**src/sv/hta_pkg.sv**
```systemverilog
// Shared constants and types for the hall tachometer moving-average unit.
`default_nettype none

package hta_pkg;

   // Window depth. The average is the window sum divided by this depth.
   localparam int unsigned WINDOW_SIZE = 8;

   localparam int unsigned SAMPLE_W    = 16;
   localparam int unsigned SUM_W       = SAMPLE_W + $clog2(WINDOW_SIZE);
   localparam int unsigned ZCNT_W      = $clog2(WINDOW_SIZE + 1);
   localparam int unsigned COUNT_W     = 16;
   localparam int unsigned TIMER_W     = 24;
   localparam int unsigned PROD_W      = 32;
   localparam int unsigned DIV_STEP_W  = $clog2(PROD_W);
   localparam int unsigned PULSES_W    = 4;
   localparam int unsigned THRESH_W    = 8;
   localparam int unsigned DELAY_W     = 16;

   localparam int unsigned REQ_DATA_W  = 8;
   localparam int unsigned RSP_DATA_W  = 16;
   localparam int unsigned CSR_IDX_W   = 2;
   localparam int unsigned CSR_DATA_W  = 16;

   localparam logic [COUNT_W-1:0] MS_PER_MINUTE = 16'd60000;
   localparam logic [COUNT_W-1:0] COUNT_MAX     = '1;
   localparam logic [TIMER_W-1:0] TIMER_MAX     = '1;

   // Configuration register indexes.
   localparam logic [CSR_IDX_W-1:0] REG_PULSE_THRESHOLD = 2'd0;
   localparam logic [CSR_IDX_W-1:0] REG_DECAY_START     = 2'd1;
   localparam logic [CSR_IDX_W-1:0] REG_DECAY_STEP      = 2'd2;

   // Divider status seen by the sequencer.
   typedef struct packed {
      logic busy;
      logic done;
   } div_status_type;

endpackage

`default_nettype wire

```
**src/sv/hta_div.sv**
```systemverilog
// Iterative unit: forms 60000 * count and divides it by elapsed, one bit a cycle.
`default_nettype none

module hta_div (
   input  wire                             clock,
   input  wire                             reset,
   input  wire                             start,
   input  wire  [hta_pkg::COUNT_W-1:0]     count,
   input  wire  [hta_pkg::TIMER_W-1:0]     elapsed,
   output hta_pkg::div_status_type         status,
   output logic [hta_pkg::SAMPLE_W-1:0]    quotient
);
   import hta_pkg::*;

   logic [PROD_W-1:0]     quo_ff, quo_in;
   logic [TIMER_W-1:0]    rem_ff, rem_in;
   logic [TIMER_W-1:0]    divisor_ff, divisor_in;
   logic [DIV_STEP_W-1:0] step_ff, step_in;
   logic                  busy_ff, busy_in;
   logic                  done_ff, done_in;

   logic [PROD_W-1:0]     product;
   logic [TIMER_W:0]      shifted;
   logic [TIMER_W:0]      trial;
   logic                  fits;

   assign product = PROD_W'(count) * PROD_W'(MS_PER_MINUTE);
   assign shifted = {rem_ff, quo_ff[PROD_W-1]};
   assign trial   = shifted - {1'b0, divisor_ff};
   assign fits    = (shifted >= {1'b0, divisor_ff});

   always_comb begin
      quo_in     = quo_ff;
      rem_in     = rem_ff;
      divisor_in = divisor_ff;
      step_in    = step_ff;
      busy_in    = busy_ff;
      done_in    = 1'b0;
      if (start) begin
         quo_in     = product;
         rem_in     = '0;
         divisor_in = elapsed;
         step_in    = '0;
         busy_in    = 1'b1;
      end else if (busy_ff) begin
         // The remainder stays below the divisor, so it fits the timer width.
         rem_in  = fits ? trial[TIMER_W-1:0] : shifted[TIMER_W-1:0];
         quo_in  = {quo_ff[PROD_W-2:0], fits};
         step_in = step_ff + 1'b1;
         if (step_ff == DIV_STEP_W'(PROD_W - 1)) begin
            busy_in = 1'b0;
            done_in = 1'b1;
         end
      end
   end

   always_ff @(posedge clock) begin
      quo_ff     <= quo_in;
      rem_ff     <= rem_in;
      divisor_ff <= divisor_in;
      if (reset) begin
         step_ff <= '0;
         busy_ff <= 1'b0;
         done_ff <= 1'b0;
      end else begin
         step_ff <= step_in;
         busy_ff <= busy_in;
         done_ff <= done_in;
      end
   end

   assign status.busy = busy_ff;
   assign status.done = done_ff;

   // Quotients beyond the sample width saturate.
   assign quotient = (quo_ff[PROD_W-1:SAMPLE_W] != '0) ? '1 : quo_ff[SAMPLE_W-1:0];

endmodule

`default_nettype wire

```
**src/sv/hta_win.sv**
```systemverilog
// Sample window shift line with running sum and registered average.
`default_nettype none

module hta_win (
   input  wire                             clock,
   input  wire                             reset,
   input  wire                             push,
   input  wire  [hta_pkg::SAMPLE_W-1:0]    sample,
   output logic [hta_pkg::SAMPLE_W-1:0]    average
);
   import hta_pkg::*;

   logic [SAMPLE_W-1:0] taps_ff [WINDOW_SIZE];
   logic [SUM_W-1:0]    sum_ff, sum_in;
   logic [SUM_W-1:0]    avg_full;
   logic [SAMPLE_W-1:0] avg_ff;

   assign sum_in   = sum_ff - SUM_W'(taps_ff[WINDOW_SIZE-1]) + SUM_W'(sample);
   assign avg_full = sum_in / SUM_W'(WINDOW_SIZE);

   always_ff @(posedge clock) begin
      if (reset) begin
         for (int i = 0; i < WINDOW_SIZE; i++) begin
            taps_ff[i] <= '0;
         end
         sum_ff <= '0;
         avg_ff <= '0;
      end else if (push) begin
         taps_ff[0] <= sample;
         for (int i = 1; i < WINDOW_SIZE; i++) begin
            taps_ff[i] <= taps_ff[i-1];
         end
         sum_ff <= sum_in;
         avg_ff <= avg_full[SAMPLE_W-1:0];
      end
   end

   assign average = avg_ff;

endmodule

`default_nettype wire

```
**src/sv/hall_tachometer_moving_average_unit.sv**
```systemverilog
// Top level: tick sequencer, timers, configuration and result register.
//
//   channel  direction  handshake              payload
//   req      in         req_tvalid/req_tready  tdata[3:0] pulses
//   rsp      out        rsp_tvalid/rsp_tready  tdata[15:0] average_rpm, tuser[0] from_decay
//   csr      in         csr_we                 csr_index, csr_wdata
//
// A tick that gives no result leaves the sequencer idle. A decay tick goes through the push
// and done states; a measuring tick first waits for the 32 steps of the one-bit-a-cycle divider.
// Reset is synchronous and brings the window, counters, state and configuration registers to their defaults.
// A finished result waits in the output register; the next tick is taken meanwhile,
// and only a further result stalls until that register is free.
`default_nettype none

module hall_tachometer_moving_average_unit (
   input  wire                               clock,
   input  wire                               reset,
   input  wire                               req_tvalid,
   output logic                              req_tready,
   input  wire  [hta_pkg::REQ_DATA_W-1:0]    req_tdata,   // [3:0] pulses
   output logic                              rsp_tvalid,
   input  wire                               rsp_tready,
   output logic [hta_pkg::RSP_DATA_W-1:0]    rsp_tdata,   // [15:0] average_rpm
   output logic [0:0]                        rsp_tuser,   // [0] from_decay
   input  wire                               csr_we,
   input  wire  [hta_pkg::CSR_IDX_W-1:0]     csr_index,
   input  wire  [hta_pkg::CSR_DATA_W-1:0]    csr_wdata
);
   import hta_pkg::*;

   typedef enum logic [4:0] {
      ST_IDLE      = 5'b00001,
      ST_DIV_START = 5'b00010,
      ST_DIV_WAIT  = 5'b00100,
      ST_PUSH      = 5'b01000,
      ST_DONE      = 5'b10000
   } state_type;

   state_type           state_ff, state_in;
   logic [THRESH_W-1:0] threshold_ff;
   logic [DELAY_W-1:0]  decay_start_ff;
   logic [DELAY_W-1:0]  decay_step_ff;
   logic [COUNT_W-1:0]  pulse_count_ff, pulse_count_in;
   logic [TIMER_W-1:0]  since_meas_ff, since_meas_in;
   logic [TIMER_W-1:0]  since_decay_ff, since_decay_in;
   logic [ZCNT_W-1:0]   zeros_ff, zeros_in;
   logic [COUNT_W-1:0]  count_op_ff, count_op_in;
   logic [TIMER_W-1:0]  elapsed_op_ff, elapsed_op_in;
   logic [SAMPLE_W-1:0] sample_ff, sample_in;
   logic                from_decay_ff, from_decay_in;
   logic                rsp_valid_ff, rsp_valid_in;
   logic [SAMPLE_W-1:0] rsp_data_ff, rsp_data_in;
   logic                rsp_flag_ff, rsp_flag_in;

   logic [COUNT_W:0]    count_sum;
   logic [COUNT_W-1:0]  count_next;
   logic [TIMER_W-1:0]  meas_next;
   logic [TIMER_W-1:0]  decay_next;
   logic                take;
   logic                measure;
   logic                decay;
   logic                div_start;
   logic                win_push;
   logic                out_free;
   div_status_type      div_status;
   logic [SAMPLE_W-1:0] div_quotient;
   logic [SAMPLE_W-1:0] win_average;

   hta_div u_div (
      .clock    (clock),
      .reset    (reset),
      .start    (div_start),
      .count    (count_op_ff),
      .elapsed  (elapsed_op_ff),
      .status   (div_status),
      .quotient (div_quotient)
   );

   hta_win u_win (
      .clock   (clock),
      .reset   (reset),
      .push    (win_push),
      .sample  (sample_ff),
      .average (win_average)
   );

   assign req_tready = (state_ff == ST_IDLE);
   assign take       = req_tvalid && req_tready;
   assign out_free   = !rsp_valid_ff || rsp_tready;
   assign div_start  = (state_ff == ST_DIV_START);
   assign win_push   = (state_ff == ST_PUSH);

   // Tick arithmetic: saturating pulse count and timers.
   assign count_sum  = {1'b0, pulse_count_ff} + (COUNT_W + 1)'(req_tdata[PULSES_W-1:0]);
   assign count_next = count_sum[COUNT_W] ? COUNT_MAX : count_sum[COUNT_W-1:0];
   assign meas_next  = (since_meas_ff == TIMER_MAX) ? TIMER_MAX : since_meas_ff + 1'b1;
   assign decay_next = (since_decay_ff == TIMER_MAX) ? TIMER_MAX : since_decay_ff + 1'b1;
   assign measure    = (count_next >= COUNT_W'(threshold_ff));
   assign decay      = (zeros_ff < ZCNT_W'(WINDOW_SIZE)) &&
                       (meas_next > TIMER_W'(decay_start_ff)) &&
                       (decay_next > TIMER_W'(decay_step_ff));

   always_comb begin
      state_in       = state_ff;
      pulse_count_in = pulse_count_ff;
      since_meas_in  = since_meas_ff;
      since_decay_in = since_decay_ff;
      zeros_in       = zeros_ff;
      count_op_in    = count_op_ff;
      elapsed_op_in  = elapsed_op_ff;
      sample_in      = sample_ff;
      from_decay_in  = from_decay_ff;
      rsp_valid_in   = rsp_valid_ff && !rsp_tready;
      rsp_data_in    = rsp_data_ff;
      rsp_flag_in    = rsp_flag_ff;
      case (state_ff)
         ST_IDLE: begin
            if (take) begin
               pulse_count_in = count_next;
               since_meas_in  = meas_next;
               since_decay_in = decay_next;
               if (measure) begin
                  count_op_in    = count_next;
                  elapsed_op_in  = (meas_next == '0) ? TIMER_W'(1) : meas_next;
                  from_decay_in  = 1'b0;
                  pulse_count_in = '0;
                  since_meas_in  = '0;
                  since_decay_in = '0;
                  zeros_in       = '0;
                  state_in       = ST_DIV_START;
               end else if (decay) begin
                  since_decay_in = '0;
                  zeros_in       = zeros_ff + 1'b1;
                  sample_in      = '0;
                  from_decay_in  = 1'b1;
                  state_in       = ST_PUSH;
               end
            end
         end
         ST_DIV_START: begin
            state_in = ST_DIV_WAIT;
         end
         ST_DIV_WAIT: begin
            if (div_status.done) begin
               sample_in = div_quotient;
               state_in  = ST_PUSH;
            end
         end
         ST_PUSH: begin
            state_in = ST_DONE;
         end
         ST_DONE: begin
            // The average is ready; hand it over once the output register is free.
            if (out_free) begin
               rsp_valid_in = 1'b1;
               rsp_data_in  = win_average;
               rsp_flag_in  = from_decay_ff;
               state_in     = ST_IDLE;
            end
         end
         default: begin
            state_in = ST_IDLE;
         end
      endcase
   end

   always_ff @(posedge clock) begin
      count_op_ff   <= count_op_in;
      elapsed_op_ff <= elapsed_op_in;
      sample_ff     <= sample_in;
      from_decay_ff <= from_decay_in;
      rsp_data_ff   <= rsp_data_in;
      rsp_flag_ff   <= rsp_flag_in;
      if (reset) begin
         state_ff       <= ST_IDLE;
         pulse_count_ff <= '0;
         since_meas_ff  <= '0;
         since_decay_ff <= '0;
         zeros_ff       <= '0;
         rsp_valid_ff   <= 1'b0;
         threshold_ff   <= THRESH_W'(4);
         decay_start_ff <= DELAY_W'(2000);
         decay_step_ff  <= DELAY_W'(250);
      end else begin
         state_ff       <= state_in;
         pulse_count_ff <= pulse_count_in;
         since_meas_ff  <= since_meas_in;
         since_decay_ff <= since_decay_in;
         zeros_ff       <= zeros_in;
         rsp_valid_ff   <= rsp_valid_in;
         if (csr_we) begin
            case (csr_index)
               REG_PULSE_THRESHOLD: threshold_ff   <= csr_wdata[THRESH_W-1:0];
               REG_DECAY_START:     decay_start_ff <= csr_wdata[DELAY_W-1:0];
               REG_DECAY_STEP:      decay_step_ff  <= csr_wdata[DELAY_W-1:0];
               default: begin
               end
            endcase
         end
      end
   end

   assign rsp_tvalid   = rsp_valid_ff;
   assign rsp_tdata    = rsp_data_ff;
   assign rsp_tuser[0] = rsp_flag_ff;

endmodule

`default_nettype wire

```
**config.mk**
```make
export PLATFORM = sky130hd
export DESIGN_NAME = hall_tachometer_moving_average_unit
export DESIGN_NICKNAME = d
export VERILOG_FILES = /design/src/sv/hta_pkg.sv /design/src/sv/hta_div.sv /design/src/sv/hta_win.sv /design/src/sv/hall_tachometer_moving_average_unit.sv
export SDC_FILE = /design/constraint.sdc
export NUM_CORES = 1
export LEC_CHECK = 0
export BUFFER_PORTS_ARGS = -buffer_cell sky130_fd_sc_hd__buf_2
export CORE_MARGIN = 2
export CORE_UTILIZATION = 55
export DETAILED_ROUTE_END_ITERATION = 6
export GPL_ROUTABILITY_DRIVEN = 0
export HOLD_SLACK_MARGIN = 0.03
export PLACE_DENSITY = 0.76
export SLEW_MARGIN = 20
export SYNTH_ARGS = -nofsm -noshare
export SYNTH_HDL_FRONTEND = slang
export SYNTH_SLANG_ARGS = --single-unit
export TNS_END_PERCENT = 10
```
**constraint.sdc**
```tcl
create_clock -name clock -period 14.54 [get_ports clock]
set_input_delay 2.181 -clock clock [delete_from_list [all_inputs] [get_ports clock]]
set_output_delay 2.181 -clock clock [all_outputs]
set_load 0.02 [all_outputs]
```
==> load_flow_metrics.sql <==
INSERT INTO impl_metrics (metric_group, metric, value, unit) VALUES
('clocking', 'clockRootBuffer', 'sky130_fd_sc_hd__clkbuf_16', ''),
('cells_and_area', 'final_cell_area', '26000', 'um2'),
('timing', 'finClkSkew', '22.0', 'ps'),
('cells_and_area', 'final_net_count', '2638', ''),
('clocking', 'cts_buffer_depth', '3', ''),
('worst_hold_path', 'hold_path_startpoint', 'elapsed_op_ff[23]', ''),
('yosys', 'avgSynthCellArea', '10.1', 'um2'),
('placement', 'placed_area', '24500', 'um2'),
('drt', 'firstDrtPassIters', '6', ''),
('yosys', 'post_synth_instance_area', '23800', 'um2'),
('placement', 'port-buffer-count', '45', ''),
('yosys', 'syn_nets', '2632', ''),
('cells_and_area', 'ff_latch_area', '11000', 'um2'),
('clocking', 'clock_tree_from_tritoncts', 'yes', ''),
('clocking', 'cts.repair_timing.setup_buffer_count', '0', ''),
('yosys', 'synth_seq_area_share', '0.462', ''),
('setup_path', 'setup.worst_path.class', 'in -> reg', ''),
('timing', 'grt_setup_unrepaired', 'false', ''),
('yosys', 'yosys.cell_count.top_type', 'sky130_fd_sc_hd__edfxtp_1', ''),
('drt', 'wire_per_inst', '16.1', 'um'),
('timing', 'max_clock_freq', '149', 'MHz'),
('cells_and_area', 'fillerInstances', '3452', ''),
('grt', 'wire_length_of_the_first_global_routing_pass', '80.7', 'mm'),
('drt', 'drtIter0Drc', '1133', ''),
('cells_and_area', 'post_route_cells_drive_above_1_share', '0.0693', ''),
('timing', 'finalSetupViolCount', '0', ''),
('die', 'io_pins', '50', ''),
('cells_and_area', 'areaGrowthSynthToFinish', '9.24', '%'),
('timing', 'worstMarginPinSlew', '1030', 'ps'),
('clocking', 'cts_hold_buf', '0', ''),
('clocking', 'clk_latency', '570', 'ps'),
('die', 'die_height', '212', 'um'),
('drt', 'wire_length_after_detailed_routing', '48.1', 'mm'),
('drt', 'route.detailed.vias_per_inst', '5.67', ''),
('setup_path', 'r2r_setup_slack', '8360', 'ps'),
('grt', 'globalRouteOverflowTotal', '0', ''),
('clocking', 'numClockSinks', '422', ''),
('die', 'design.core.area', '42900', 'um2'),
('die', 'floorplan.initialDensity', '0.555', ''),
('grt', 'gr-usage-all-layers', '0.219', ''),
('timing', 'finalSetupTns', '0', 'ps'),
('drt', 'drt_drc_violations_left', '0', ''),
('yosys', 'synthArstFlopShare', '0', ''),
('worst_hold_path', 'timing.hold.worst.class', 'reg -> reg', ''),
('clocking', 'resize_count_post_cts', '0', ''),
('run', 'drv_cap', '0', ''),
('drt', 'final_antenna_net_count', '0', ''),
('grt', 'grt_pass1_vias', '16900', ''),
('setup_path', 'critPathRequiredTime', '15050', 'ps'),
('placement', 'dp.final_hpwl', '33.4', 'mm'),
('yosys', 'synth_ff_type', 'sky130_fd_sc_hd__edfxtp_1', ''),
('setup_path', 'crit_start', 'req_tdata[0]', ''),
('setup_path', 'timing.critical_path.from_type', 'primary input', ''),
('setup_path', 'timing.rr.start', 'count_op_ff[4]', ''),
('setup_path', 'worst_setup_end_kind', 'flop', ''),
('grt', 'antenna_found_initial', '0', ''),
('placement', 'placement.setup.worst_slack', '7380', 'ps'),
('status', 'run_status', 'finished clean', ''),
('timing', 'report.final.hold_viol_count', '0', ''),
('timing', 'finalCritPeriodShare', '0.461', ''),
('die', 'placement_rows', '76', ''),
('yosys', 'synth-edff-count', '253', ''),
('clocking', 'cts_htree_levels', '2', ''),
('cells_and_area', 'area_occupied_by_multi_input_gates', '11500', 'um2'),
('grt', 'largest_net_degree_at_the_start_of_global_routing', '98', ''),
('yosys', 'ys_seq_elements', '422', ''),
('timing', 'maxSlewHeadroom', '0.309', ''),
('yosys', 'synth_top_cell_area_share', '0.319', ''),
('yosys', 'synth.lib_cells_used.distinct', '82', ''),
('timing', 'fin_ws', '7840', 'ps'),
('drt', 'detailroute.via_count', '16900', '');
[worst max-delay path, cell delays in order]
cell                       delay, ps
sky130_fd_sc_hd__buf_2           100
sky130_fd_sc_hd__ha_1            230
sky130_fd_sc_hd__fa_1            410
sky130_fd_sc_hd__a21o_1          200
sky130_fd_sc_hd__a21oi_1         420
sky130_fd_sc_hd__or4_1           460
sky130_fd_sc_hd__o21ai_0         310
sky130_fd_sc_hd__ha_1            370
sky130_fd_sc_hd__and3_1          200
sky130_fd_sc_hd__a221oi_1        220
sky130_fd_sc_hd__o21ai_0         140
sky130_fd_sc_hd__a21oi_1         150
sky130_fd_sc_hd__and3_1          170
sky130_fd_sc_hd__buf_4           450
sky130_fd_sc_hd__nand2_1         260
sky130_fd_sc_hd__nor3b_4         670
sky130_fd_sc_hd__a22o_1          230
[flip-flops by register name (all words and copies together), names as in the netlist, 24 cells and up]
name and flops:
elapsed_op_ff 24, since_decay_ff 24, since_meas_ff 24, u_div.divisor_ff 24
u_div.quo_ff 32, u_div.rem_ff 24, u_win.taps_ff 128
[metrics by stage]
| stage | util | instances | hold WS (ps) |
|---|---|---|---|
| floorplan | - | 2353 | 400 |
| finish | 0.606 | 2980 | 417 |
| CTS | 0.605 | 2979 | 416 |
| global placement | 0.571 | 2896 | 402 |
| global route | 0.606 | 2980 | 417 |
| detailed placement | 0.571 | 2896 | 405 |
[cells in the final DEF, fill, tap and decap left out, types with 14 or more instances in the layout]
master | synthesis | routed
sky130_fd_sc_hd__a21oi_1 | 159 | 159
sky130_fd_sc_hd__buf_2 | 6 | 44
sky130_fd_sc_hd__xnor2_1 | 62 | 62
sky130_fd_sc_hd__dfxtp_1 | 169 | 168
sky130_fd_sc_hd__nor4_1 | 16 | 16
sky130_fd_sc_hd__xor2_1 | 44 | 44
sky130_fd_sc_hd__buf_4 | 1 | 17
sky130_fd_sc_hd__a211oi_1 | 17 | 17
sky130_fd_sc_hd__nand4_1 | 20 | 20
sky130_fd_sc_hd__o211ai_1 | 22 | 22
sky130_fd_sc_hd__o21ai_0 | 88 | 87
sky130_fd_sc_hd__nor2_1 | 125 | 123
sky130_fd_sc_hd__a22o_1 | 19 | 19
sky130_fd_sc_hd__mux2i_1 | 28 | 28
sky130_fd_sc_hd__nand3_1 | 99 | 99
sky130_fd_sc_hd__and3_1 | 107 | 106
sky130_fd_sc_hd__edfxtp_1 | 253 | 253
sky130_fd_sc_hd__clkbuf_16 | 0 | 47
sky130_fd_sc_hd__fa_1 | 79 | 79
sky130_fd_sc_hd__nor2b_1 | 49 | 48
sky130_fd_sc_hd__ha_1 | 169 | 169
sky130_fd_sc_hd__inv_1 | 233 | 231
sky130_fd_sc_hd__clkbuf_1 | 86 | 14
sky130_fd_sc_hd__nor3_1 | 53 | 53
sky130_fd_sc_hd__a21o_1 | 32 | 32
sky130_fd_sc_hd__nand2_1 | 241 | 241
sky130_fd_sc_hd__nand2b_1 | 16 | 16
[area by class of cell]
cell class              count  area share
clock buffers              66      0.0499
clock inverters            17     0.00703
inverters                 235      0.0340
multi-input cells        1593       0.444
flip-flops and latches    422       0.423
well taps                 585      0.0282
repair buffers             62      0.0142
[final timing paths]
| check | to | cells after the start |
|---|---|---|
| hold reg to reg | u_div.divisor_ff[23] | 0 |
| setup / recovery | since_decay_ff[10] | 17 |
| setup reg to reg | u_div.quo_ff[31] | 19 |
| hold / removal | u_div.divisor_ff[23] | 0 |
[logic make-up after synthesis]
logic type	after synthesis	share of synthesized area
compound gates	410	0.107
xor+xnor	106	0.0390
fa+ha+maj	248	0.155
buf+inv	338	0.0539
flops	422	0.462
mux	35	0.0151
simple gates	794	0.168
[per-layer routing]
metal / vias to the layer above / part of all wire / global-route usage
met5: - / 0 / 0
met4: 0 / 0.019 / 0.0612
met3: 69 / 0.043 / 0.0280
met2: 419 / 0.50 / 0.386
met1: 8186 / 0.44 / 0.284
li1: 8235 / - / -
Power is left out: the tool's default activity adds up to more than one toggle a clock period on the data nets, which glitch-free logic cannot reach.
